### config.mk
export PLATFORM = sky130hd
export DESIGN_NAME = ramp_rate_heater_controller_unit
export DESIGN_NICKNAME = d
export VERILOG_FILES = /design/src/rrhc_pkg.sv /design/src/rrhc_ctrl.sv /design/src/rrhc_dp.sv /design/src/ramp_rate_heater_controller_unit.sv
export SDC_FILE = /design/constraint.sdc
export NUM_CORES = 1
export LEC_CHECK = 0
export BUFFER_PORTS_ARGS = -buffer_cell sky130_fd_sc_hd__clkbuf_2
export CORE_MARGIN = 5
export CORE_UTILIZATION = 45
export CTS_CLUSTER_DIAMETER = 50
export DETAILED_ROUTE_END_ITERATION = 10
export GPL_ROUTABILITY_DRIVEN = 0
export PLACE_DENSITY = 0.63
export RECOVER_POWER = 50
export SETUP_SLACK_MARGIN = 0.4
export SLEW_MARGIN = 20
export SYNTH_ARGS = -nofsm -noshare
export SYNTH_HDL_FRONTEND = slang
export SYNTH_SLANG_ARGS = --single-unit
### constraint.sdc
create_clock -name clk -period 13.7 [get_ports clk]
set_input_delay 2.055 -clock clk [delete_from_list [all_inputs] [get_ports clk]]
set_output_delay 2.055 -clock clk [all_outputs]
set_load 0.1 [all_outputs]
### src/rrhc_pkg.sv
// rrhc_pkg: shared types and constants for the ramp-rate heater controller.
// No dependencies.
package rrhc_pkg;

    localparam int PWM_PERIOD_DEF = 500;
    localparam int TICK_W         = 9;
    localparam int CFG_IDX_W      = 2;
    localparam int CFG_DATA_W     = 16;
    localparam int DIV_STEPS      = 16;
    localparam int DIV_CNT_W      = 4;

    localparam logic [CFG_IDX_W-1:0] CFG_GOAL_TEMP     = 2'd0;
    localparam logic [CFG_IDX_W-1:0] CFG_RAMP_RATE     = 2'd1;
    localparam logic [CFG_IDX_W-1:0] CFG_SEGMENT_START = 2'd2;

    localparam logic [6:0] PCT_MAX = 7'd100;

    typedef struct packed {
        logic capture;
        logic ctrl_step;
        logic meas_apply;
        logic pwm_step;
        logic out_load;
    } cmd_t;

    typedef struct packed {
        logic need_div;
        logic div_done;
    } sts_t;

endpackage

### src/rrhc_ctrl.sv
// rrhc_ctrl: per-word sequencer for the heater controller.
// Depends on rrhc_pkg (cmd_t, sts_t).
module rrhc_ctrl (
    input  logic               clk,
    input  logic               rst_n,
    input  logic               tick_valid,
    output logic               tick_ready,
    output logic               result_valid,
    input  logic               result_ready,
    input  rrhc_pkg::sts_t     sts,
    output rrhc_pkg::cmd_t     cmd
);

    typedef enum logic [2:0] {
        ST_IDLE,
        ST_CTRL,
        ST_DIV,
        ST_MEAS,
        ST_PWM,
        ST_OUT
    } state_t;

    state_t state_reg;
    logic   ready_reg;
    logic   out_valid_reg;

    always_comb
    begin
        cmd            = '0;
        cmd.capture    = tick_valid && ready_reg;
        cmd.ctrl_step  = (state_reg == ST_CTRL);
        cmd.meas_apply = (state_reg == ST_MEAS);
        cmd.pwm_step   = (state_reg == ST_PWM);
        cmd.out_load   = (state_reg == ST_OUT) && (!out_valid_reg || result_ready);
    end

    always_ff @(posedge clk or negedge rst_n)
    begin
        if (!rst_n)
        begin
            state_reg     <= ST_IDLE;
            ready_reg     <= 1'b1;
            out_valid_reg <= 1'b0;
        end
        else
        begin
            if (cmd.out_load)
                out_valid_reg <= 1'b1;
            else if (result_ready)
                out_valid_reg <= 1'b0;

            case (state_reg)
                ST_IDLE:
                begin
                    if (cmd.capture)
                    begin
                        state_reg <= ST_CTRL;
                        ready_reg <= 1'b0;
                    end
                end
                ST_CTRL:
                begin
                    state_reg <= sts.need_div ? ST_DIV : ST_PWM;
                end
                ST_DIV:
                begin
                    if (sts.div_done)
                        state_reg <= ST_MEAS;
                end
                ST_MEAS:
                begin
                    state_reg <= ST_PWM;
                end
                ST_PWM:
                begin
                    state_reg <= ST_OUT;
                end
                ST_OUT:
                begin
                    if (cmd.out_load)
                    begin
                        state_reg <= ST_IDLE;
                        ready_reg <= 1'b1;
                    end
                end
                default:
                begin
                    state_reg <= ST_IDLE;
                    ready_reg <= 1'b1;
                end
            endcase
        end
    end

    assign tick_ready   = ready_reg;
    assign result_valid = out_valid_reg;

endmodule

### src/rrhc_dp.sv
// rrhc_dp: ramp controller state, rate divider, PWM machine and result registers.
// Depends on rrhc_pkg (cmd_t, sts_t, constants).
module rrhc_dp #(
    parameter int PWM_PERIOD = rrhc_pkg::PWM_PERIOD_DEF
) (
    input  logic                              clk,
    input  logic                              rst_n,
    input  rrhc_pkg::cmd_t                    cmd,
    output rrhc_pkg::sts_t                    sts,
    input  logic                              cfg_we,
    input  logic [rrhc_pkg::CFG_IDX_W-1:0]    cfg_index,
    input  logic [rrhc_pkg::CFG_DATA_W-1:0]   cfg_data,
    input  logic [15:0]                       seconds_now,
    input  logic                              temp_valid,
    input  logic [11:0]                       temperature,
    input  logic                              reflow_active,
    input  logic                              power_enable,
    output logic                              relay_drive,
    output logic                              temp_wanted,
    output logic                              goal_reached,
    output logic [6:0]                        heat_percent
);

    localparam int TW = rrhc_pkg::TICK_W;

    typedef enum logic [2:0] {
        CP_IDLE    = 3'd0,
        CP_SETUP   = 3'd1,
        CP_ADJUST  = 3'd2,
        CP_WAIT    = 3'd3,
        CP_MEASURE = 3'd4
    } cphase_t;

    typedef enum logic [2:0] {
        PP_IDLE      = 3'd0,
        PP_STANDBY   = 3'd1,
        PP_ON        = 3'd2,
        PP_COUNT_ON  = 3'd3,
        PP_OFF       = 3'd4,
        PP_COUNT_OFF = 3'd5
    } pphase_t;

    // percent -> on-time, built at elaboration
    logic [TW-1:0] tick_lut [0:127];
    for (genvar i = 0; i < 128; i++)
    begin : g_lut
        localparam int Ticks = (i > 90) ? PWM_PERIOD :
                               (i < 10) ? 0 : (i * PWM_PERIOD) / 100;
        assign tick_lut[i] = TW'(Ticks);
    end

    localparam logic [TW-1:0] PERIOD_TICKS = TW'(PWM_PERIOD);

    // configuration
    logic [11:0]        goal_reg;
    logic signed [9:0]  ramp_reg;
    logic [15:0]        seg_reg;

    // model state
    cphase_t            cphase_reg;
    pphase_t            pphase_reg;
    logic [6:0]         pct_reg;
    logic [11:0]        start_reg;
    logic [15:0]        worg_reg;
    logic [TW-1:0]      on_ticks_reg;
    logic [TW-1:0]      latched_reg;
    logic [TW-1:0]      on_cnt_reg;
    logic [TW-1:0]      off_cnt_reg;
    logic               req_reg;
    logic               reached_reg;

    // captured word
    logic [15:0]        now_reg;
    logic               tv_reg;
    logic [11:0]        temp_reg;
    logic               run_reg;

    // divider
    logic               div_busy_reg;
    logic [rrhc_pkg::DIV_CNT_W-1:0] div_cnt_reg;
    logic [15:0]        div_rem_reg;
    logic [15:0]        div_quo_reg;
    logic [15:0]        div_den_reg;
    logic               div_neg_reg;

    // result registers
    logic               relay_drive_reg;
    logic               temp_wanted_reg;
    logic               goal_reached_reg;
    logic [6:0]         heat_percent_reg;

    logic signed [12:0] diff;
    logic [12:0]        diff_mag;
    logic [15:0]        elapsed;
    logic [15:0]        divisor;
    logic [16:0]        rem_sh;
    logic [16:0]        trial;
    logic               ge;
    logic signed [9:0]  rate;
    logic signed [10:0] dlt;
    logic               rising;
    logic               cutoff;
    logic               reach;
    logic [6:0]         pb;
    logic [6:0]         pct_band;
    logic [6:0]         seed;
    logic [15:0]        wait_el;
    logic [TW-1:0]      off_time;

    always_comb
    begin
        diff     = $signed({1'b0, temp_reg}) - $signed({1'b0, start_reg});
        diff_mag = diff[12] ? 13'(-diff) : 13'(diff);
        elapsed  = now_reg - seg_reg;
        divisor  = (elapsed == 16'd0) ? 16'd1 : elapsed;

        rem_sh = {div_rem_reg, div_quo_reg[15]};
        trial  = rem_sh - {1'b0, div_den_reg};
        ge     = (rem_sh >= {1'b0, div_den_reg});

        if (div_neg_reg)
            rate = (div_quo_reg > 16'd512) ? $signed(10'h200) : $signed(~div_quo_reg[9:0] + 10'd1);
        else
            rate = (div_quo_reg > 16'd511) ? 10'sd511 : $signed(div_quo_reg[9:0]);

        dlt    = 11'(rate) - 11'(ramp_reg);
        rising = !ramp_reg[9];
        cutoff = rising && (({1'b0, temp_reg} + 13'd20) >= {1'b0, goal_reg});
        reach  = rising ? (temp_reg >= goal_reg) : (temp_reg <= goal_reg);
        pb     = cutoff ? 7'd0 : pct_reg;

        if (dlt > 11'sd128)
            pct_band = 7'd0;
        else if (dlt > 11'sd64)
            pct_band = (pb >= 7'd30) ? pb - 7'd30 : 7'd0;
        else if (dlt > 11'sd32)
            pct_band = (pb >= 7'd10) ? pb - 7'd10 : 7'd0;
        else if (dlt > -11'sd32)
            pct_band = pb;
        else if (dlt > -11'sd64)
            pct_band = (pb <= 7'd90) ? pb + 7'd10 : rrhc_pkg::PCT_MAX;
        else if (dlt > -11'sd128)
            pct_band = (pb <= 7'd70) ? pb + 7'd30 : rrhc_pkg::PCT_MAX;
        else
            pct_band = rrhc_pkg::PCT_MAX;

        if (ramp_reg[9] || ramp_reg == 10'sd0)
            seed = 7'd0;
        else if (ramp_reg > 10'sd64)
            seed = rrhc_pkg::PCT_MAX;
        else
            seed = 7'(({6'b0, ramp_reg[6:0]} * 13'd100) >> 6);

        wait_el  = now_reg - worg_reg;
        off_time = PERIOD_TICKS - latched_reg;

        sts.need_div = (cphase_reg == CP_MEASURE) && tv_reg;
        sts.div_done = !div_busy_reg;
    end

    // payload registers
    always_ff @(posedge clk)
    begin
        if (cmd.capture)
        begin
            now_reg  <= seconds_now;
            tv_reg   <= temp_valid;
            temp_reg <= temperature;
            run_reg  <= reflow_active && power_enable;
        end
        if (cmd.ctrl_step && sts.need_div)
        begin
            div_rem_reg <= '0;
            div_quo_reg <= {diff_mag[11:0], 4'b0000};
            div_den_reg <= divisor;
            div_neg_reg <= diff[12];
        end
        else if (div_busy_reg)
        begin
            div_rem_reg <= ge ? trial[15:0] : rem_sh[15:0];
            div_quo_reg <= {div_quo_reg[14:0], ge};
        end
        if (cmd.out_load)
        begin
            relay_drive_reg  <= (pphase_reg == PP_COUNT_ON) || (pphase_reg == PP_OFF);
            temp_wanted_reg  <= req_reg;
            goal_reached_reg <= reached_reg;
            heat_percent_reg <= pct_reg;
        end
    end

    always_ff @(posedge clk or negedge rst_n)
    begin
        if (!rst_n)
        begin
            goal_reg     <= '0;
            ramp_reg     <= '0;
            seg_reg      <= '0;
            cphase_reg   <= CP_IDLE;
            pphase_reg   <= PP_IDLE;
            pct_reg      <= '0;
            start_reg    <= '0;
            worg_reg     <= '0;
            on_ticks_reg <= '0;
            latched_reg  <= '0;
            on_cnt_reg   <= '0;
            off_cnt_reg  <= '0;
            req_reg      <= 1'b0;
            reached_reg  <= 1'b0;
            div_busy_reg <= 1'b0;
            div_cnt_reg  <= '0;
        end
        else
        begin
            if (cfg_we)
            begin
                case (cfg_index)
                    rrhc_pkg::CFG_GOAL_TEMP:     goal_reg <= cfg_data[11:0];
                    rrhc_pkg::CFG_RAMP_RATE:     ramp_reg <= $signed(cfg_data[9:0]);
                    rrhc_pkg::CFG_SEGMENT_START:
                    begin
                        seg_reg     <= cfg_data;
                        reached_reg <= 1'b0;
                    end
                    default: ;
                endcase
            end

            // rate divider, one quotient bit per cycle
            if (cmd.ctrl_step && sts.need_div)
            begin
                div_busy_reg <= 1'b1;
                div_cnt_reg  <= '0;
            end
            else if (div_busy_reg)
            begin
                div_cnt_reg <= div_cnt_reg + 1'b1;
                if (div_cnt_reg == rrhc_pkg::DIV_CNT_W'(rrhc_pkg::DIV_STEPS - 1))
                    div_busy_reg <= 1'b0;
            end

            if (cmd.ctrl_step && !sts.need_div)
            begin
                case (cphase_reg)
                    CP_SETUP:
                    begin
                        req_reg <= 1'b1;
                        if (tv_reg)
                        begin
                            req_reg    <= 1'b0;
                            start_reg  <= temp_reg;
                            pct_reg    <= seed;
                            cphase_reg <= CP_ADJUST;
                        end
                    end
                    CP_ADJUST:
                    begin
                        on_ticks_reg <= tick_lut[pct_reg];
                        worg_reg     <= now_reg;
                        cphase_reg   <= CP_WAIT;
                    end
                    CP_WAIT:
                    begin
                        if (wait_el >= 16'd2)
                            cphase_reg <= CP_MEASURE;
                    end
                    CP_MEASURE:
                    begin
                        req_reg <= 1'b1;
                    end
                    default:
                    begin
                        on_ticks_reg <= '0;
                        cphase_reg   <= (goal_reg != 12'd0 && ramp_reg != 10'sd0) ?
                                        CP_SETUP : CP_IDLE;
                    end
                endcase
            end

            if (cmd.meas_apply)
            begin
                req_reg <= 1'b0;
                if (reach)
                begin
                    pct_reg     <= '0;
                    reached_reg <= 1'b1;
                    cphase_reg  <= CP_IDLE;
                end
                else
                begin
                    pct_reg    <= pct_band;
                    cphase_reg <= CP_ADJUST;
                end
            end

            if (cmd.pwm_step)
            begin
                case (pphase_reg)
                    PP_STANDBY:
                    begin
                        if (run_reg && on_ticks_reg != '0)
                        begin
                            latched_reg <= on_ticks_reg;
                            pphase_reg  <= PP_ON;
                        end
                        else
                            pphase_reg <= PP_IDLE;
                    end
                    PP_ON:
                    begin
                        pphase_reg <= PP_COUNT_ON;
                    end
                    PP_COUNT_ON:
                    begin
                        if (on_cnt_reg == latched_reg)
                        begin
                            on_cnt_reg <= '0;
                            pphase_reg <= PP_OFF;
                        end
                        else
                            on_cnt_reg <= on_cnt_reg + 1'b1;
                    end
                    PP_OFF:
                    begin
                        pphase_reg <= PP_COUNT_OFF;
                    end
                    PP_COUNT_OFF:
                    begin
                        if (off_cnt_reg == off_time)
                        begin
                            off_cnt_reg <= '0;
                            pphase_reg  <= PP_STANDBY;
                        end
                        else
                            off_cnt_reg <= off_cnt_reg + 1'b1;
                    end
                    default:
                    begin
                        pphase_reg <= run_reg ? PP_STANDBY : PP_IDLE;
                    end
                endcase
            end
        end
    end

    assign relay_drive  = relay_drive_reg;
    assign temp_wanted  = temp_wanted_reg;
    assign goal_reached = goal_reached_reg;
    assign heat_percent = heat_percent_reg;

endmodule

### src/ramp_rate_heater_controller_unit.sv
// ramp_rate_heater_controller_unit: top level, sequencer plus datapath.
// Depends on rrhc_pkg, rrhc_ctrl, rrhc_dp.
//
// One input word is one 2 ms tick (seconds_now, temp_valid, temperature,
// reflow_active, power_enable) on tick_valid/tick_ready. Each word steps
// the ramp controller and then the 500-tick heater PWM and yields exactly
// one result word (relay_drive, temp_wanted, goal_reached, heat_percent) on
// result_valid/result_ready.
// A result passes the sequencer states CTRL, PWM and OUT and is then
// registered; a word that carries a temperature while the controller
// measures rate also passes DIV, held by the 16-step restoring divider
// (one quotient bit per cycle), and MEAS, which hands its quotient back.
// The unit takes one word at a time; tick_ready returns as the result is
// loaded, so the next word is taken while a result still waits. When
// the receiver stalls, a finished word waits in the sequencer's last
// step until the output register frees.
// Configuration: cfg_we writes register cfg_index (0 goal_temp,
// 1 ramp_rate, 2 segment_start) from cfg_data; the user must write only
// while idle, which the block does not enforce. Reset zeroes control
// state and config, not data or result registers; no clearing pass.
module ramp_rate_heater_controller_unit #(
    parameter int PWM_PERIOD = rrhc_pkg::PWM_PERIOD_DEF
) (
    input  logic                              clk,
    input  logic                              rst_n,
    input  logic                              tick_valid,
    output logic                              tick_ready,
    input  logic [15:0]                       seconds_now,
    input  logic                              temp_valid,
    input  logic [11:0]                       temperature,
    input  logic                              reflow_active,
    input  logic                              power_enable,
    output logic                              result_valid,
    input  logic                              result_ready,
    output logic                              relay_drive,
    output logic                              temp_wanted,
    output logic                              goal_reached,
    output logic [6:0]                        heat_percent,
    input  logic                              cfg_we,
    input  logic [rrhc_pkg::CFG_IDX_W-1:0]    cfg_index,
    input  logic [rrhc_pkg::CFG_DATA_W-1:0]   cfg_data
);

    rrhc_pkg::cmd_t cmd;
    rrhc_pkg::sts_t sts;

    rrhc_ctrl u_ctrl (
        .clk          (clk),
        .rst_n        (rst_n),
        .tick_valid   (tick_valid),
        .tick_ready   (tick_ready),
        .result_valid (result_valid),
        .result_ready (result_ready),
        .sts          (sts),
        .cmd          (cmd)
    );

    rrhc_dp #(
        .PWM_PERIOD (PWM_PERIOD)
    ) u_dp (
        .clk            (clk),
        .rst_n          (rst_n),
        .cmd            (cmd),
        .sts            (sts),
        .cfg_we         (cfg_we),
        .cfg_index      (cfg_index),
        .cfg_data       (cfg_data),
        .seconds_now    (seconds_now),
        .temp_valid     (temp_valid),
        .temperature    (temperature),
        .reflow_active  (reflow_active),
        .power_enable   (power_enable),
        .relay_drive    (relay_drive),
        .temp_wanted    (temp_wanted),
        .goal_reached   (goal_reached),
        .heat_percent   (heat_percent)
    );

endmodule

# Word-level counts from Yosys, hierarchy flattened
# Memory sizes are Yosys's and may differ from the RTL's.
# Index checks and enable logic that the tools add are counted.
[op_classes]
eq_ne = 27
reduce_logical = 45
bitwise_logic = 4
n_mul = 1
magnitude_cmp = 19
addsub = 16
n_mux = 66
[ops]
columns = ["op", "n"]
rows = [
  ["$mux W7", 18],
  ["$mux W16", 3],
  ["$sub A16 B16 Y16", 3],
  ["$mux W9", 4],
  ["$mux W10", 3],
  ["$mux W3", 10],
  ["$gt A11 B7 Y1 const B", 2],
  ["$gt A11 B8 Y1 const B", 2],
  ["$add A9 B1 Y9 const B", 2],
  ["$eq A3 B2 Y1 const B", 6],
  ["$eq A9 B9 Y1", 2],
  ["$pmux W3 S6", 1],
  ["$pmux W9 S2", 1],
  ["$reduce_and A3 Y1", 6],
  ["$ge A17 B16 Y1", 1],
  ["$mux W1", 17],
  ["$ge A16 B2 Y1 const B", 1],
  ["$gt A16 B10 Y1 const B", 1],
  ["$gt A16 B9 Y1 const B", 1],
  ["$logic_not A16 Y1", 1],
  ["$reduce_and A2 Y1", 8],
  ["$eq A3 B3 Y1 const B", 5],
  ["$pmux W3 S5", 1],
  ["$le A7 B7 Y1 const B", 2],
  ["other kinds (51)", 77],
]
[totals]
n_memories = 1
romBits = 1152
in_bits = 54
out_inout_bits = 12
regBits = 216
[memory_table]
columns = ["memory", "depth", "width", "rd", "rd_ports_with_merged_regs", "write_ports", "line_no", "source"]
rows = [
  ["(no name shown)", 128, 9, 1, 0, 0, "rrhc_dp.sv:258", "on_ticks_reg <= tick_lut[pct_reg];"],
]

# Logic depth before layout (Yosys ltp)
[logic_depth]
depth_word = 14
ltp_mapped = 23

# By module
# Synthesis repeated with hierarchy kept, for this count alone.
[unflattened]
hier_cells = 1672
area_unflattened_um2 = 15289.7
[modules_own_cells]
columns = ["module", "area_each_um2", "seq_area_each_um2", "instances", "cells_each"]
rows = [
  ["rrhc_dp", 15010.6, 5525.3, 1, 1640],
  ["rrhc_ctrl", 279.0, 126.4, 1, 32],
]

# Worst setup path before layout
# No wires, ideal clock.
[synth_timing]
kind = "reg-to-reg"
startpoint = "reg u_dp.div_quo_reg[0]"
endpoint = "reg u_dp.pct_reg[6]"
path_slack_ns = 9.063
n_path_buf = 0
setup_ns = 0.126
arrival_ns = 4.511
stages_incl_launch_ff = 23
path_cell_list = "dfxtp_1 > inv_1 > ha_1 > inv_1 > or3_1 > or3_1 > nor3_1 > nand2_1 > a21o_1 > inv_2 > nand2_1 > o311ai_0 > ha_1 > a211oi_2 > nor2_1 > o221ai_1 > a21oi_2 > nor4_2 > a211oi_2 > mux2i_1 > a22oi_1 > o21ai_1 > a221o_1"
[synth_between]
elab_chain_cells = 14
[synth_lines]
columns = ["element", "line_no", "source"]
rows = [
  ["start: declaration", "rrhc_dp.sv:82", "logic [15:0] div_quo_reg;"],
  ["start signal: assignment", "rrhc_dp.sv:174", "div_quo_reg <= {diff_mag[11:0], 4'b0000};"],
  ["start signal: assignment", "rrhc_dp.sv:181", "div_quo_reg <= {div_quo_reg[14:0], ge};"],
  ["$not A10 Y10", "rrhc_dp.sv:122", "rate = (div_quo_reg > 16'd512) ? $signed(10'h200) : $signed(~div_quo_reg[9:0] + 10'd1);"],
  ["$add A10 B1 Y10", "rrhc_dp.sv:122", ""],
  ["$mux W10", "rrhc_dp.sv:122", ""],
  ["$mux W10 (*)", "rrhc_dp.sv:121", "if (div_neg_reg)"],
  ["$sub A10 B10 Y11 (*)", "rrhc_dp.sv:126", "dlt = 11'(rate) - 11'(ramp_reg);"],
  ["$gt A11 B8 Y1", "rrhc_dp.sv:142", "else if (dlt > -11'sd128)"],
  ["$mux W7", "rrhc_dp.sv:142", ""],
  ["$mux W7", "rrhc_dp.sv:140", "else if (dlt > -11'sd64)"],
  ["$mux W7", "rrhc_dp.sv:138", "else if (dlt > -11'sd32)"],
  ["$mux W7", "rrhc_dp.sv:136", "else if (dlt > 11'sd32)"],
  ["$mux W7", "rrhc_dp.sv:134", "else if (dlt > 11'sd64)"],
  ["$mux W7 (*)", "rrhc_dp.sv:132", "if (dlt > 11'sd128)"],
  ["$mux W7 (*)", "rrhc_dp.sv:283", "if (reach)"],
  ["$mux W7 (*)", "rrhc_dp.sv:280", "if (cmd.meas_apply)"],
  ["end signal: assignment", "rrhc_dp.sv:291", "pct_reg <= pct_band;"],
  ["end: declaration", "rrhc_dp.sv:62", "logic [6:0] pct_reg;"],
]
# Mark *: on every way between the ends. The rest lies on a longest branch, timed or not.
# A chain may end at the register's enable or synchronous reset.

# Final worst setup path
# Ends and elaborated chain as after synthesis.

==> results.tsv <==
stage	metric	value	unit
critical_path	Worst EP required	14090	ps
outcome	status	complete, but fails checks	
power	switching share of total power	41.79	%
placed_design	PortBufs	65	
critical_path	Crit. End Element	register	
cts	root buffer cell	clkbuf_16	
cells_and_area	utilization after layout	51.23	%
power	power consumption	3.766	mW
grt	largest net degree at the start of global routing	65	
cells_and_area	Final Cell Area	17220	um2
cells_and_area	Nets	1929	
placed_design	cell area after placement	16070	um2
floorplan	Ports	66	
cts	Post-CTS Setup Inserts	0	
critical_path	CP Launch Type	register	
drt	Via density	5.638	
cts	post-cts resize count	0	
yosys	post-synth cell types	101	
cells_and_area	fraction of layout cells with a size suffix above 1	11.63	%
cells_and_area	antenna cells	0	
power	sw power	1.574	mW
cells_and_area	P&R area growth vs syn	12.16	%
drt	Avg WL per Cell	16.85	um
drt	DRC Markers	0	
cells_and_area	multi-input logic area	8876	um2
cells_and_area	leading cell type in the layout, fill and taps excluded	inv_1	
hold_path	Worst Hold Class	reg2reg	
sta	worst-margin pin slew	3710	ps
critical_path	Worst EP arrival	5720	ps
drt	Initial DRC Count	796	
yosys	post-synthesis cell area	15360	um2
yosys	FFs w/ async S/R, synth	58.80	%
drt	DRT antenna net count	0	
grt	first-pass GRT wire length	61420	um
sta	min cycle time layout	5325	ps
sta	Worst Hold Slack	466.0	ps
grt	vias in the first global route	12080	
yosys	flip-flop and latch count after synthesis	216	
power	Leak	7.362	nW
cells_and_area	filler instances	3131	
power	clock network power share	24.4	%
power	Comb pwr share	47.9	%
floorplan	total core area	33620	um2
critical_path	CP Max Fanout	9	
sta	Fin. Hold Viols	0	
floorplan	die width	194.7	um
cts	Clock transition at path regs	60	ps
yosys	Synth area leader	dfrtp_1	
floorplan	row cnt	67	
cts	number of buffers created by CTS	34	
sta	period utilisation layout	38.87	%
yosys	Syn. warnings	0	
power	power per cell area	218.7	nW/um2
yosys	Post-synth top flop	dfrtp_1	
drt	vias	12460	
floorplan	effective utilization at floorplan	45.68	%
yosys	Syn Inst Count	1689	
drt	TritonRoute pass-1 iters	7	
sta	Max-slew headroom	-147.4	%
cts	clk_lat worst skew	520	ps
placed_design	DP Worst Slack	8419	ps
outcome	failing checks	max-capacitance violations, max-slew violations	
sta	Clock Skews	26.15	ps
floorplan	die height	194.7	um
placed_design	DP Wirelength	27480	um
cells_and_area	fin cells	2210	
yosys	Synth top area share	20.53	%
grt	initial antenna violation count	2	
power	maximum vdd drop	114.7	uV
sta	RSZ-0062 raised after global routing	no	
cts	CTS Sinks	216	
sta	post-route setup TNS	0	ps
cts	Clock Tree Buf Depth	3	
cts	H-tree depth	2	
critical_path	flop2flop setup slack	8380	ps
cts	CTS tree	yes	
job	Max Cap Viol	6	
grt	GRT Total Usage	19.34	%
sta	Final Max Slew Viols	207	
sta	FMAX	187.8	MHz
power	share of power burned in registers	27.8	%
sta	final worst setup slack	8375	ps
yosys	syn avg cell area	9.092	um2
placed_design	placed insts	2149	
yosys	top cells by area, synth	dfrtp_1, edfxtp_1, ha_1, o21ai_0, xnor2_1	
cts	CTS Hold Bufs	0	
yosys	sequential share of the synthesized area	36.80	%
power	internal power	2.192	mW
yosys	Post-Syn Nets	1881	
cells_and_area	most frequent cells in the layout	inv_1, nand2_1, o21ai_0, ha_1, nor2_1	
sta	Final setup viols	0	
yosys	Post-synth EDFFs	69	
drt	final wirelength	37240	um
grt	grt ovf	0	
cells_and_area	FF/Latch Area	5652	um2
critical_path	critical path class	reg2reg	
floorplan	die area	37920	um2
## routing by layer
| layer | track usage [%] | vias up | part of all wire [%] |
|---|---|---|---|
| met5 | 0 | - | 0.038 |
| met4 | 5.026 | 4 | 2.2 |
| met3 | 3.359 | 64 | 5.2 |
| met2 | 31.68 | 312 | 46 |
| met1 | 26.68 | 5900 | 47 |
| li1 | - | 6181 | - |
## kinds of logic (layout without fill, tap and decap cells)
| kind of cell | count (synthesis) | in the layout | share of synthesized area (%) |
|---|---|---|---|
| compound gates | 450 | 450 | 19.78 |
| xor+xnor | 99 | 99 | 5.647 |
| buf+inv | 209 | 282 | 5.231 |
| simple gates | 512 | 512 | 16.34 |
| mux | 64 | 64 | 4.547 |
| fa+ha+maj | 139 | 139 | 11.65 |
| flops | 216 | 216 | 36.80 |
## layout make-up
type | count | share of cell area [%]
repair buffers | 73 | 2.121
clock inverters | 20 | 1.591
multi-input cells | 1264 | 51.54
inverters | 148 | 3.226
clock buffers | 41 | 5.456
well taps | 448 | 3.255
flip-flops and latches | 216 | 32.82
## power by group through the flow
stage          clock network [mW]  registers [mW]  logic (mW)
2_1_floorplan                   0            1.03        1.42
3_3_place_gp                    0            1.05        1.75
3_5_place_dp                    0            1.05        1.79
4_1_cts                     0.938            1.04        1.80
5_1_grt                     0.969            1.07        2.03
6_report                    0.918            1.05        1.80
## critical path, stage by stage, from the launching register on
cell and delay, ps:
dfxtp_1 330, inv_1 80, ha_1 170, inv_1 50, or3_1 340, or3_1 370
nor3_1 270, nand2_1 90, a21o_1 290, inv_2 130, nand2_1 90, o311ai_0 360
ha_1 370, a211oi_2 330, nor2_1 120, o221ai_1 210, a21oi_2 140, nor4_2 610
a21oi_2 230, nand3_1 190, o21ai_1 80, a221o_1 350
## synth_stat cells (28+ instances only)
library cell and number:
inv_1 147, edfxtp_1 69, clkbuf_1 48, ha_1 131, a21oi_1 80, dfrtp_1 126, xnor2_1 64, nor2b_1 28
xor2_1 35, nor2_1 128, nand2b_1 29, mux2_2 44, o21ai_0 129, nand3_1 58, nor3_1 41, nand2_1 134
## path summary, 6_finish.rpt
path | cells past startpoint | to | startpoint
worst max-delay path | 21 | u_dp.pct_reg[6] | u_dp.div_quo_reg[0]
worst min register to register | 0 | u_dp.temp_wanted | u_dp.req_reg
worst min-delay path | 0 | u_dp.temp_wanted | u_dp.req_reg
min in group asynchronous | 1 | u_dp.seg_reg[15] | rst_n
worst max register to register | 21 | u_dp.pct_reg[6] | u_dp.div_quo_reg[0]
max in group asynchronous | 2 | u_dp.ramp_reg[3] | rst_n
No activity file was read; power rests on OpenSTA's default activity.
